### config.mk
export PLATFORM = sky130hd
export DESIGN_NAME = decimal_limb_multiplier
export DESIGN_NICKNAME = d
export VERILOG_FILES = /design/src/rtl/dlm_pkg.sv /design/src/rtl/dlm_ram.sv /design/src/rtl/dlm_serial_mac.sv /design/src/rtl/decimal_limb_multiplier.sv
export SDC_FILE = /design/constraint.sdc
export NUM_CORES = 1
export LEC_CHECK = 0
export CAP_MARGIN = 25
export CORE_ASPECT_RATIO = 0.7
export CORE_UTILIZATION = 45
export CTS_CLUSTER_DIAMETER = 40
export DETAILED_ROUTE_END_ITERATION = 10
export DONT_BUFFER_PORTS = 1
export GPL_ROUTABILITY_DRIVEN = 0
export GPL_TIMING_DRIVEN = 0
export PLACE_DENSITY = 0.67
export SLEW_MARGIN = 15
export SYNTH_ARGS = -nofsm -noshare
export SYNTH_HDL_FRONTEND = slang
export SYNTH_SLANG_ARGS = --single-unit
export TNS_END_PERCENT = 1
### constraint.sdc
create_clock -name clk -period 5.1 [get_ports clk]
set_clock_uncertainty 0.15 [all_clocks]
set_input_delay 0.255 -clock clk [delete_from_list [all_inputs] [get_ports clk]]
set_output_delay 0.255 -clock clk [all_outputs]
set_load 0.1 [all_outputs]
### src/rtl/dlm_pkg.sv
package dlm_pkg;

    // Limb arithmetic, base 100000
    localparam int LIMB_W            = 17;
    localparam int PROD_W            = 2 * LIMB_W;
    localparam int POS_W             = 4;
    localparam int INDEX_W           = 3;
    localparam int MODE_W            = 2;
    localparam int LEN_REG_W         = 4;
    localparam int CFG_IDX_W         = 2;
    localparam int MAX_LIMBS_DEFAULT = 8;

    localparam logic [LIMB_W-1:0] LIMB_BASE = LIMB_W'(100000);
    localparam logic [LIMB_W-1:0] LIMB_MAXV = LIMB_W'(99999);

    // Request kinds carried in tuser
    localparam logic [MODE_W-1:0] MODE_LOAD_A = 2'd0;
    localparam logic [MODE_W-1:0] MODE_LOAD_B = 2'd1;
    localparam logic [MODE_W-1:0] MODE_START  = 2'd2;

    // Register indexes
    localparam logic [CFG_IDX_W-1:0] CFG_LEN_A = 2'd0;
    localparam logic [CFG_IDX_W-1:0] CFG_LEN_B = 2'd1;

    typedef enum logic [3:0] {
        S_IDLE,
        S_ROW,
        S_STEP_RD,
        S_STEP_GO,
        S_STEP_WAIT,
        S_ROW_END,
        S_EMIT_RD,
        S_EMIT_LOAD
    } dlm_state_t;

    typedef enum logic [1:0] {
        MAC_IDLE,
        MAC_MUL,
        MAC_DIV,
        MAC_DONE
    } mac_phase_t;

    typedef struct packed {
        logic              done;
        logic [LIMB_W-1:0] limb;
        logic [LIMB_W-1:0] carry;
    } mac_res_t;

endpackage

### src/rtl/dlm_ram.sv
module dlm_ram #(
    parameter int WIDTH = 17,
    parameter int DEPTH = 8,
    localparam int AW   = (DEPTH > 1) ? $clog2(DEPTH) : 1
) (
    input  logic             clk,
    input  logic             we,
    input  logic [AW-1:0]    waddr,
    input  logic [WIDTH-1:0] wdata,
    input  logic [AW-1:0]    raddr,
    output logic [WIDTH-1:0] rdata
);

    logic [WIDTH-1:0] mem_reg [DEPTH];
    logic [WIDTH-1:0] rdata_reg;

    always_ff @(posedge clk)
    begin
        if (we)
        begin
            mem_reg[waddr] <= wdata;
        end
        rdata_reg <= mem_reg[raddr];
    end

    assign rdata = rdata_reg;

endmodule

### src/rtl/dlm_serial_mac.sv
module dlm_serial_mac
    import dlm_pkg::*;
(
    input  logic              clk,
    input  logic              rst_n,
    input  logic              start,
    input  logic [LIMB_W-1:0] a,
    input  logic [LIMB_W-1:0] b,
    input  logic [LIMB_W:0]   addend,
    output mac_res_t          res
);

    localparam int CNT_W = $clog2(LIMB_W);
    localparam logic [CNT_W-1:0] CNT_LAST = CNT_W'(LIMB_W - 1);

    mac_phase_t        phase_reg, phase_next;
    logic [CNT_W-1:0]  cnt_reg, cnt_next;
    logic [PROD_W-1:0] acc_reg, acc_next;
    logic [PROD_W-1:0] mcand_reg, mcand_next;
    logic [LIMB_W-1:0] mplier_reg, mplier_next;

    logic [PROD_W-1:0] acc_sum;
    logic [LIMB_W:0]   trial;
    logic              ge;
    logic [LIMB_W:0]   trial_sub;

    // One multiplier bit per cycle, then one quotient bit per cycle.
    // In the divide phase acc holds {remainder, dividend low bits / quotient}.
    assign acc_sum   = acc_reg + (mplier_reg[0] ? mcand_reg : '0);
    assign trial     = acc_reg[PROD_W-1:LIMB_W-1];
    assign ge        = (trial >= {1'b0, LIMB_BASE});
    assign trial_sub = trial - {1'b0, LIMB_BASE};

    always_ff @(posedge clk or negedge rst_n)
    begin
        if (!rst_n)
        begin
            phase_reg <= MAC_IDLE;
            cnt_reg   <= '0;
        end
        else
        begin
            phase_reg <= phase_next;
            cnt_reg   <= cnt_next;
        end
    end

    always_ff @(posedge clk)
    begin
        acc_reg    <= acc_next;
        mcand_reg  <= mcand_next;
        mplier_reg <= mplier_next;
    end

    always_comb
    begin
        phase_next  = phase_reg;
        cnt_next    = cnt_reg;
        acc_next    = acc_reg;
        mcand_next  = mcand_reg;
        mplier_next = mplier_reg;
        unique case (phase_reg)
            MAC_IDLE:
            begin
                if (start)
                begin
                    acc_next    = PROD_W'(addend);
                    mcand_next  = PROD_W'(a);
                    mplier_next = b;
                    cnt_next    = '0;
                    phase_next  = MAC_MUL;
                end
            end
            MAC_MUL:
            begin
                acc_next    = acc_sum;
                mcand_next  = {mcand_reg[PROD_W-2:0], 1'b0};
                mplier_next = {1'b0, mplier_reg[LIMB_W-1:1]};
                if (cnt_reg == CNT_LAST)
                begin
                    cnt_next   = '0;
                    phase_next = MAC_DIV;
                end
                else
                begin
                    cnt_next = cnt_reg + 1'b1;
                end
            end
            MAC_DIV:
            begin
                acc_next = {(ge ? trial_sub[LIMB_W-1:0] : trial[LIMB_W-1:0]),
                            acc_reg[LIMB_W-2:0], ge};
                if (cnt_reg == CNT_LAST)
                begin
                    cnt_next   = '0;
                    phase_next = MAC_DONE;
                end
                else
                begin
                    cnt_next = cnt_reg + 1'b1;
                end
            end
            MAC_DONE:
            begin
                phase_next = MAC_IDLE;
            end
            default:
            begin
                phase_next = MAC_IDLE;
            end
        endcase
    end

    assign res.done  = (phase_reg == MAC_DONE);
    assign res.limb  = acc_reg[PROD_W-1:LIMB_W];
    assign res.carry = acc_reg[LIMB_W-1:0];

endmodule

### src/rtl/decimal_limb_multiplier.sv
// Schoolbook multiplier for unsigned numbers held as base-100000 limbs.
//
// Input stream (s_*): tuser carries the request kind. Load requests write one
// limb of operand A or B at limb_index (0 is most significant); the limb is
// saturated to 99999 and an index of MAX_LIMBS or more is dropped. A start
// request multiplies the first len_a limbs of A by the first len_b limbs of B.
// Configuration channel (cfg_*): index 0 sets len_a, index 1 sets len_b; a
// length of 0 acts as 1, one above MAX_LIMBS acts as MAX_LIMBS.
// Output stream (m_*): len_a+len_b product limbs, least significant first,
// tlast on the final one.
// Load requests are taken back to back while the block is idle. A start
// request keeps s_tready low for the whole run: every limb product passes
// through one bit-serial unit that does a shift-and-add multiply and then a
// restoring division by 100000, and every emitted limb takes one product-store
// read and one output-register load.
// A stalled receiver holds the output register and the emission sequence; once
// the final limb sits in the output register the block takes new requests.
// Reset returns len_a and len_b to 1 and empties the output register; operand
// limbs hold garbage until loaded.
module decimal_limb_multiplier
    import dlm_pkg::*;
#(
    parameter int MAX_LIMBS = MAX_LIMBS_DEFAULT
) (
    input  logic                 clk,
    input  logic                 rst_n,
    input  logic                 s_tvalid,
    output logic                 s_tready,
    input  logic [23:0]          s_tdata,   // limb_index[2:0], limb_value[19:3], zeros
    input  logic [MODE_W-1:0]    s_tuser,   // mode[1:0]
    output logic                 m_tvalid,
    input  logic                 m_tready,
    output logic [23:0]          m_tdata,   // product_limb[16:0], limb_position[20:17], zeros
    output logic                 m_tlast,
    input  logic                 cfg_valid,
    output logic                 cfg_ready,
    input  logic [CFG_IDX_W-1:0] cfg_index,
    input  logic [LEN_REG_W-1:0] cfg_data
);

    localparam int IDX_W  = (MAX_LIMBS > 1) ? $clog2(MAX_LIMBS) : 1;
    localparam int PIDX_W = $clog2(2 * MAX_LIMBS);

    // Effective length minus one: zero acts as one, oversize clamps.
    function automatic logic [IDX_W-1:0] len_m1(input logic [LEN_REG_W-1:0] len);
        logic [IDX_W-1:0] r;
        if (len == '0)
        begin
            r = '0;
        end
        else if (int'(len) > MAX_LIMBS)
        begin
            r = IDX_W'(MAX_LIMBS - 1);
        end
        else
        begin
            r = IDX_W'(len - 1'b1);
        end
        return r;
    endfunction

    // Request fields
    logic [INDEX_W-1:0] limb_index;
    logic [LIMB_W-1:0]  limb_value;
    logic [LIMB_W-1:0]  limb_sat;
    logic               in_accept;
    logic               index_ok;

    assign limb_index = s_tdata[INDEX_W-1:0];
    assign limb_value = s_tdata[INDEX_W+LIMB_W-1:INDEX_W];
    assign limb_sat   = (limb_value > LIMB_MAXV) ? LIMB_MAXV : limb_value;
    assign in_accept  = s_tvalid && s_tready;
    assign index_ok   = (int'(limb_index) < MAX_LIMBS);

    // Length registers
    logic [LEN_REG_W-1:0] len_a_reg, len_b_reg;

    assign cfg_ready = 1'b1;

    always_ff @(posedge clk or negedge rst_n)
    begin
        if (!rst_n)
        begin
            len_a_reg <= LEN_REG_W'(1);
            len_b_reg <= LEN_REG_W'(1);
        end
        else if (cfg_valid && cfg_ready)
        begin
            if (cfg_index == CFG_LEN_A)
            begin
                len_a_reg <= cfg_data;
            end
            else if (cfg_index == CFG_LEN_B)
            begin
                len_b_reg <= cfg_data;
            end
        end
    end

    // Sequencer state
    dlm_state_t        state_reg, state_next;
    logic [IDX_W-1:0]  la_m1_reg, la_m1_next;
    logic [IDX_W-1:0]  lb_m1_reg, lb_m1_next;
    logic [IDX_W-1:0]  i_reg, i_next;
    logic [IDX_W-1:0]  j_reg, j_next;
    logic [PIDX_W-1:0] k_reg, k_next;
    logic [LIMB_W-1:0] carry_reg, carry_next;

    logic              out_valid_reg, out_valid_next;
    logic [LIMB_W-1:0] out_limb_reg, out_limb_next;
    logic [POS_W-1:0]  out_pos_reg, out_pos_next;
    logic              out_last_reg, out_last_next;
    logic              out_load;

    // Operand and product stores
    logic              a_we, b_we, p_we;
    logic [IDX_W-1:0]  a_raddr, b_raddr;
    logic [LIMB_W-1:0] a_rdata, b_rdata, p_rdata;
    logic [PIDX_W-1:0] p_waddr, p_raddr;
    logic [LIMB_W-1:0] p_wdata;
    logic [PIDX_W-1:0] step_pos, carry_pos, last_pos;

    logic              mac_start;
    logic [LIMB_W:0]   mac_addend;
    mac_res_t          mac_res;

    assign a_we = in_accept && (s_tuser == MODE_LOAD_A) && index_ok;
    assign b_we = in_accept && (s_tuser == MODE_LOAD_B) && index_ok;

    // Walk operands from the least significant end
    assign a_raddr   = la_m1_reg - i_reg;
    assign b_raddr   = lb_m1_reg - j_reg;
    assign step_pos  = PIDX_W'(i_reg) + PIDX_W'(j_reg);
    assign carry_pos = PIDX_W'(j_reg) + PIDX_W'(la_m1_reg) + PIDX_W'(1);
    assign last_pos  = PIDX_W'(la_m1_reg) + PIDX_W'(lb_m1_reg) + PIDX_W'(1);
    assign p_raddr   = ((state_reg == S_EMIT_RD) || (state_reg == S_EMIT_LOAD)) ? k_reg
                                                                               : step_pos;

    // The first row adds no stored limb, only the carry; later rows read only written limbs.
    assign mac_addend = ((j_reg == '0) ? '0 : {1'b0, p_rdata}) + {1'b0, carry_reg};

    dlm_ram #(
        .WIDTH (LIMB_W),
        .DEPTH (MAX_LIMBS)
    ) u_ram_a (
        .clk   (clk),
        .we    (a_we),
        .waddr (IDX_W'(limb_index)),
        .wdata (limb_sat),
        .raddr (a_raddr),
        .rdata (a_rdata)
    );

    dlm_ram #(
        .WIDTH (LIMB_W),
        .DEPTH (MAX_LIMBS)
    ) u_ram_b (
        .clk   (clk),
        .we    (b_we),
        .waddr (IDX_W'(limb_index)),
        .wdata (limb_sat),
        .raddr (b_raddr),
        .rdata (b_rdata)
    );

    dlm_ram #(
        .WIDTH (LIMB_W),
        .DEPTH (2 * MAX_LIMBS)
    ) u_ram_p (
        .clk   (clk),
        .we    (p_we),
        .waddr (p_waddr),
        .wdata (p_wdata),
        .raddr (p_raddr),
        .rdata (p_rdata)
    );

    dlm_serial_mac u_mac (
        .clk    (clk),
        .rst_n  (rst_n),
        .start  (mac_start),
        .a      (a_rdata),
        .b      (b_rdata),
        .addend (mac_addend),
        .res    (mac_res)
    );

    always_ff @(posedge clk or negedge rst_n)
    begin
        if (!rst_n)
        begin
            state_reg     <= S_IDLE;
            out_valid_reg <= 1'b0;
            i_reg         <= '0;
            j_reg         <= '0;
            k_reg         <= '0;
        end
        else
        begin
            state_reg     <= state_next;
            out_valid_reg <= out_valid_next;
            i_reg         <= i_next;
            j_reg         <= j_next;
            k_reg         <= k_next;
        end
    end

    always_ff @(posedge clk)
    begin
        la_m1_reg    <= la_m1_next;
        lb_m1_reg    <= lb_m1_next;
        carry_reg    <= carry_next;
        out_limb_reg <= out_limb_next;
        out_pos_reg  <= out_pos_next;
        out_last_reg <= out_last_next;
    end

    assign out_load = (state_reg == S_EMIT_LOAD) && (!out_valid_reg || m_tready);

    always_comb
    begin
        state_next     = state_reg;
        la_m1_next     = la_m1_reg;
        lb_m1_next     = lb_m1_reg;
        i_next         = i_reg;
        j_next         = j_reg;
        k_next         = k_reg;
        carry_next     = carry_reg;
        out_limb_next  = out_limb_reg;
        out_pos_next   = out_pos_reg;
        out_last_next  = out_last_reg;
        out_valid_next = out_valid_reg && !m_tready;
        s_tready       = 1'b0;
        mac_start      = 1'b0;
        p_we           = 1'b0;
        p_waddr        = step_pos;
        p_wdata        = mac_res.limb;

        unique case (state_reg)
            S_IDLE:
            begin
                s_tready = 1'b1;
                if (s_tvalid && (s_tuser == MODE_START))
                begin
                    la_m1_next = len_m1(len_a_reg);
                    lb_m1_next = len_m1(len_b_reg);
                    i_next     = '0;
                    j_next     = '0;
                    state_next = S_ROW;
                end
            end
            S_ROW:
            begin
                // Let the B limb of this row settle
                i_next     = '0;
                carry_next = '0;
                state_next = S_STEP_RD;
            end
            S_STEP_RD:
            begin
                state_next = S_STEP_GO;
            end
            S_STEP_GO:
            begin
                mac_start  = 1'b1;
                state_next = S_STEP_WAIT;
            end
            S_STEP_WAIT:
            begin
                if (mac_res.done)
                begin
                    p_we       = 1'b1;
                    carry_next = mac_res.carry;
                    if (i_reg == la_m1_reg)
                    begin
                        state_next = S_ROW_END;
                    end
                    else
                    begin
                        i_next     = i_reg + 1'b1;
                        state_next = S_STEP_RD;
                    end
                end
            end
            S_ROW_END:
            begin
                // Store the row carry as the next higher limb
                p_we    = 1'b1;
                p_waddr = carry_pos;
                p_wdata = carry_reg;
                if (j_reg == lb_m1_reg)
                begin
                    k_next     = '0;
                    state_next = S_EMIT_RD;
                end
                else
                begin
                    j_next     = j_reg + 1'b1;
                    state_next = S_ROW;
                end
            end
            S_EMIT_RD:
            begin
                state_next = S_EMIT_LOAD;
            end
            S_EMIT_LOAD:
            begin
                if (out_load)
                begin
                    out_valid_next = 1'b1;
                    out_limb_next  = p_rdata;
                    out_pos_next   = POS_W'(k_reg);
                    out_last_next  = (k_reg == last_pos);
                    if (k_reg == last_pos)
                    begin
                        state_next = S_IDLE;
                    end
                    else
                    begin
                        k_next     = k_reg + 1'b1;
                        state_next = S_EMIT_RD;
                    end
                end
            end
            default:
            begin
                state_next = S_IDLE;
            end
        endcase
    end

    assign m_tvalid = out_valid_reg;
    assign m_tdata  = {3'b000, out_pos_reg, out_limb_reg};
    assign m_tlast  = out_last_reg;

    // Product writes stay inside the limbs of the current run
    a_pwrite_in_range: assert property (@(posedge clk) disable iff (!rst_n)
        p_we |-> (p_waddr <= last_pos))
        else $error("product write beyond the top limb of the run");

    // The multiply unit reports only while the sequencer waits for it
    a_mac_done_waited: assert property (@(posedge clk) disable iff (!rst_n)
        mac_res.done |-> (state_reg == S_STEP_WAIT))
        else $error("multiply result arrived outside the wait state");

    // Loading the final limb returns the block to accepting requests
    a_last_to_idle: assert property (@(posedge clk) disable iff (!rst_n)
        (out_load && (k_reg == last_pos)) |=> (state_reg == S_IDLE) && m_tvalid && m_tlast)
        else $error("final product limb did not close the run");

endmodule

==> results.sh <==
export IMPL_portBuffers=0
export IMPL_ios=65
export IMPL_layout_common_cells="674 x edfxtp_1, 136 x mux4_2, 129 x nand2_1, 93 x clkbuf_16, 86 x a21oi_1"
export IMPL_async_reset_ff_share_pct=3.846
export IMPL_yosys_area_top_type="edfxtp_1"
export IMPL_finalHoldViolCount=0
export IMPL_place_ws_ns=0.4669
export IMPL_cpPeakStageDelay_ns=0.65
export IMPL_total_power_mw=25.86
export IMPL_dr_pass1_iters=6
export IMPL_status="finished, final reports clean"
export IMPL_maxCapViolCount=0
export IMPL_grt_max_degree=52
export IMPL_drt_wl_total_um=73750
export IMPL_min_path_type="in2reg"
export IMPL_pwr_share_seq_pct=35.8
export IMPL_rows=81
export IMPL_antenna_found_initial=1
export IMPL_setup_viol=0
export IMPL_slew_violations=0
export IMPL_tightest_slew_ns=1.010
export IMPL_cts_buffer_depth=3
export IMPL_synthFlopType="edfxtp_1"
export IMPL_p_clk_share_pct=25.8
export IMPL_cts_tree="built"
export IMPL_core_um2=70640
export IMPL_syn_cell_area_um2=32470
export IMPL_critPathMaxFanout=10
export IMPL_ir_worst_vdd_v=0.0003330
export IMPL_syn_inst=2009
export IMPL_first_iter_violations=2111
export IMPL_cellPowerDensity_nw_per_um2=681.8
export IMPL_largest_reg_flops=272
export IMPL_leakagePower_nw=13.15
export IMPL_drc=0
export IMPL_worst_ep_required_time_ns=5.33
export IMPL_drive_above_1_share_pct=22.08
export IMPL_p_int_mw=16.56
export IMPL_grt_pass1_vias=18440
export IMPL_final_common_cell="edfxtp_1"
export IMPL_avgRoutedWirePerCell_um=22.94
export IMPL_die_h_um=226.7
export IMPL_power_frac_comb_pct=38.3
export IMPL_cpLargestDelayFamily="compound AO/OA/AOI/OAI gates"
export IMPL_clk_latency_ns=0.66
export IMPL_period_minus_slack_ns=4.691
export IMPL_synth_area_leaders="edfxtp_1 62%, mux4_2 9.4%, dfxtp_1 3.1%"
export IMPL_crit_type="reg2reg"
export IMPL_slew_headroom_pct=32.66
export IMPL_clock_sinks=754
export IMPL_fin_crit_sh_pct=91.99
export IMPL_synth_edf_count=674
export IMPL_p_switching_mw=9.300
export IMPL_postRouteAntennaNets=0
export IMPL_syn2layout_area_growth_pct=16.84
export IMPL_dieArea_um2=73250
export IMPL_final_nets=2305
export IMPL_synth_seq_cells=754
export IMPL_path_buf_inv=2
export IMPL_crit_chain="inv_1 > ha_1 > nand2b_1 > clkbuf_1 > and2_1 > fa_1 > a211o_1 > a21boi_0 > o21ai_0 > a2111oi_0 > o31ai_1 > a21oi_1 > xor2_1 > mux2i_1"
export IMPL_grt_ovfl_total=0
export IMPL_root_buffer="clkbuf_16"
export IMPL_htree_levels=3
export IMPL_num_vias=18470
export IMPL_clk_pin_slew_ns=0.06
export IMPL_p_sw_share_pct=35.96
export IMPL_worst_ep_arrival_time_ns=4.92
export IMPL_cp_slowest_cell="a2111oi_0"
export IMPL_ys_types=79
export IMPL_start_kind="flip-flop"
export IMPL_rsz0062_at_grt="false"
export IMPL_grtUsageTotal_pct=20.59
export IMPL_ys_warn_count=0
export IMPL_post_cts_resized=0
export IMPL_end_kind="flip-flop"
export IMPL_cts_made_buffers=89
export IMPL_fp_dieW_um=323.1
export IMPL_vias_per_cell=5.744
export IMPL_grt_pass1_wl_um=112400
export IMPL_fmax_mhz=213.2
export IMPL_start_util_pct=45.96
export IMPL_netlist_area_leader_share_pct=62.34
export IMPL_synth_avg_cell_area_um2=16.16
export IMPL_yosysSeqAreaShare_pct=67.72
export IMPL_layout_setup_ws_ns=0.4087
export IMPL_dp_hpwl_um=50970
==> synthesized netlist by cell type (3+ instances only) <==
library cell	instances
nand2b_1	18
nor2b_1	34
o21a_1	11
nand3_1	26
a32oi_1	6
a31oi_1	7
and2_1	73
buf_4	14
nor4_1	4
a21oi_1	86
o211ai_1	5
a32o_1	4
mux2_2	73
clkbuf_1	55
mux4_2	136
o22ai_1	10
xor2_1	19
nor2_1	93
o21ai_0	68
mux2i_1	23
o21bai_1	6
buf_2	9
xnor2_1	36
o31ai_1	5
dfxtp_1	51
nand3b_1	6
and3_1	26
nand2_1	129
or2_2	13
a22oi_1	10
a211o_1	3
nand4_1	7
nor3_1	17
edfxtp_1	674
inv_1	45
a21o_1	12
ha_1	77
or3_1	9
fa_1	7
a211oi_1	27
dfrtp_1	27
==> per-stage QoR <==
stage / cell area (um^2) / TNS [ns] / std cells / hold slack [ns] / util [%]
finish: 37940 / 0 / 3215 / 0.04440 / 53.70
global route: 37930 / 0 / 3214 / 0.05510 / 53.70
CTS: 37900 / 0 / 3210 / 0.0002327 / 53.65
detailed placement: 34310 / 0 / 3005 / -0.1898 / 48.56
global placement: 33670 / -45.67 / 2965 / -0.1899 / 47.67
floorplan: 32480 / 0 / 2011 / -0.1906 / -
==> cell families (layout without fill, tap and decap cells) <==
family	Yosys count	in the layout	share of synthesized area, %
muxes	232	232	12.67
DFF	754	754	67.72
other	2	5	0.02313
AOI/OAI and AO/OA	289	289	5.738
and+or+nand+nor	463	463	7.114
adders and majority gates	86	86	3.460
xor gates and xnor gates	55	55	1.484
buffers and inverters	128	377	1.784
==> power groups by stage <==
| stage | Combinational (mW) | Sequential (mW) | Clock (mW) |
|---|---|---|---|
| 2_1_floorplan | 7.28 | 9.05 | 0 |
| 3_3_place_gp | 9.42 | 9.39 | 0 |
| 3_5_place_dp | 9.75 | 9.38 | 0 |
| 4_1_cts | 9.88 | 9.27 | 6.78 |
| 5_1_grt | 10.8 | 9.36 | 7.01 |
| 6_report | 9.92 | 9.27 | 6.68 |
==> final timing paths <==
check	depth (start not counted)	end	from	slack (ns)
setup / recovery	14	u_mac.acc_reg[14]$_DFFE_PP_	j_reg[1]$_DFFE_PN0P_	0.41
hold / removal	2	u_ram_b.mem_reg[2][14]$_DFFE_PP_	s_tdata[1]	0.04
setup reg to reg	14	u_mac.acc_reg[14]$_DFFE_PP_	j_reg[1]$_DFFE_PN0P_	0.41
hold reg to reg	0	out_limb_reg[15]$_DFFE_PP_	u_ram_p.rdata[15]$_DFF_P_	0.35
max in group asynchronous	3	i_reg[2]$_DFFE_PN0P_	rst_n	4.56
min in group asynchronous	2	len_a_reg[0]$_DFFE_PN1P_	rst_n	0.06
==> worst reg2reg max path, cell delays in order, from the launching register on <==
cell	delay (ns)
dfrtp_1	0.49
inv_1	0.18
ha_1	0.17
nand2b_1	0.29
clkbuf_1	0.32
and2_1	0.25
fa_1	0.45
a211o_1	0.34
a21boi_0	0.30
o21ai_0	0.21
a2111oi_0	0.65
o31ai_1	0.15
a21oi_1	0.20
xor2_1	0.20
mux2i_1	0.09
==> cell type report <==
cell class	count	area, um^2
buffer	83	410.4
clock buffer	103	2385
inverter	45	168.9
multi-input combinational	1129	10030
tap	954	1194
sequential	754	21990
fill	5452	32700
timing repair buffer	82	949.7
clock inverter	64	805.8
antenna	1	2.502
==> timing repair <==
item,in CTS,in global routing
buffers inserted,0,0
endpoints found under the hold margin,377,16
hold buffers,38,1
==> layer usage <==
metal	track usage, %	vias up	routed length [um]
met4	5.443	0	1484
met3	4.993	126	6266
li1	-	8220	-
met2	29.59	695	31740
met5	0	-	0
met1	31.16	9427	34250
(Power assumes the default switching activity.)
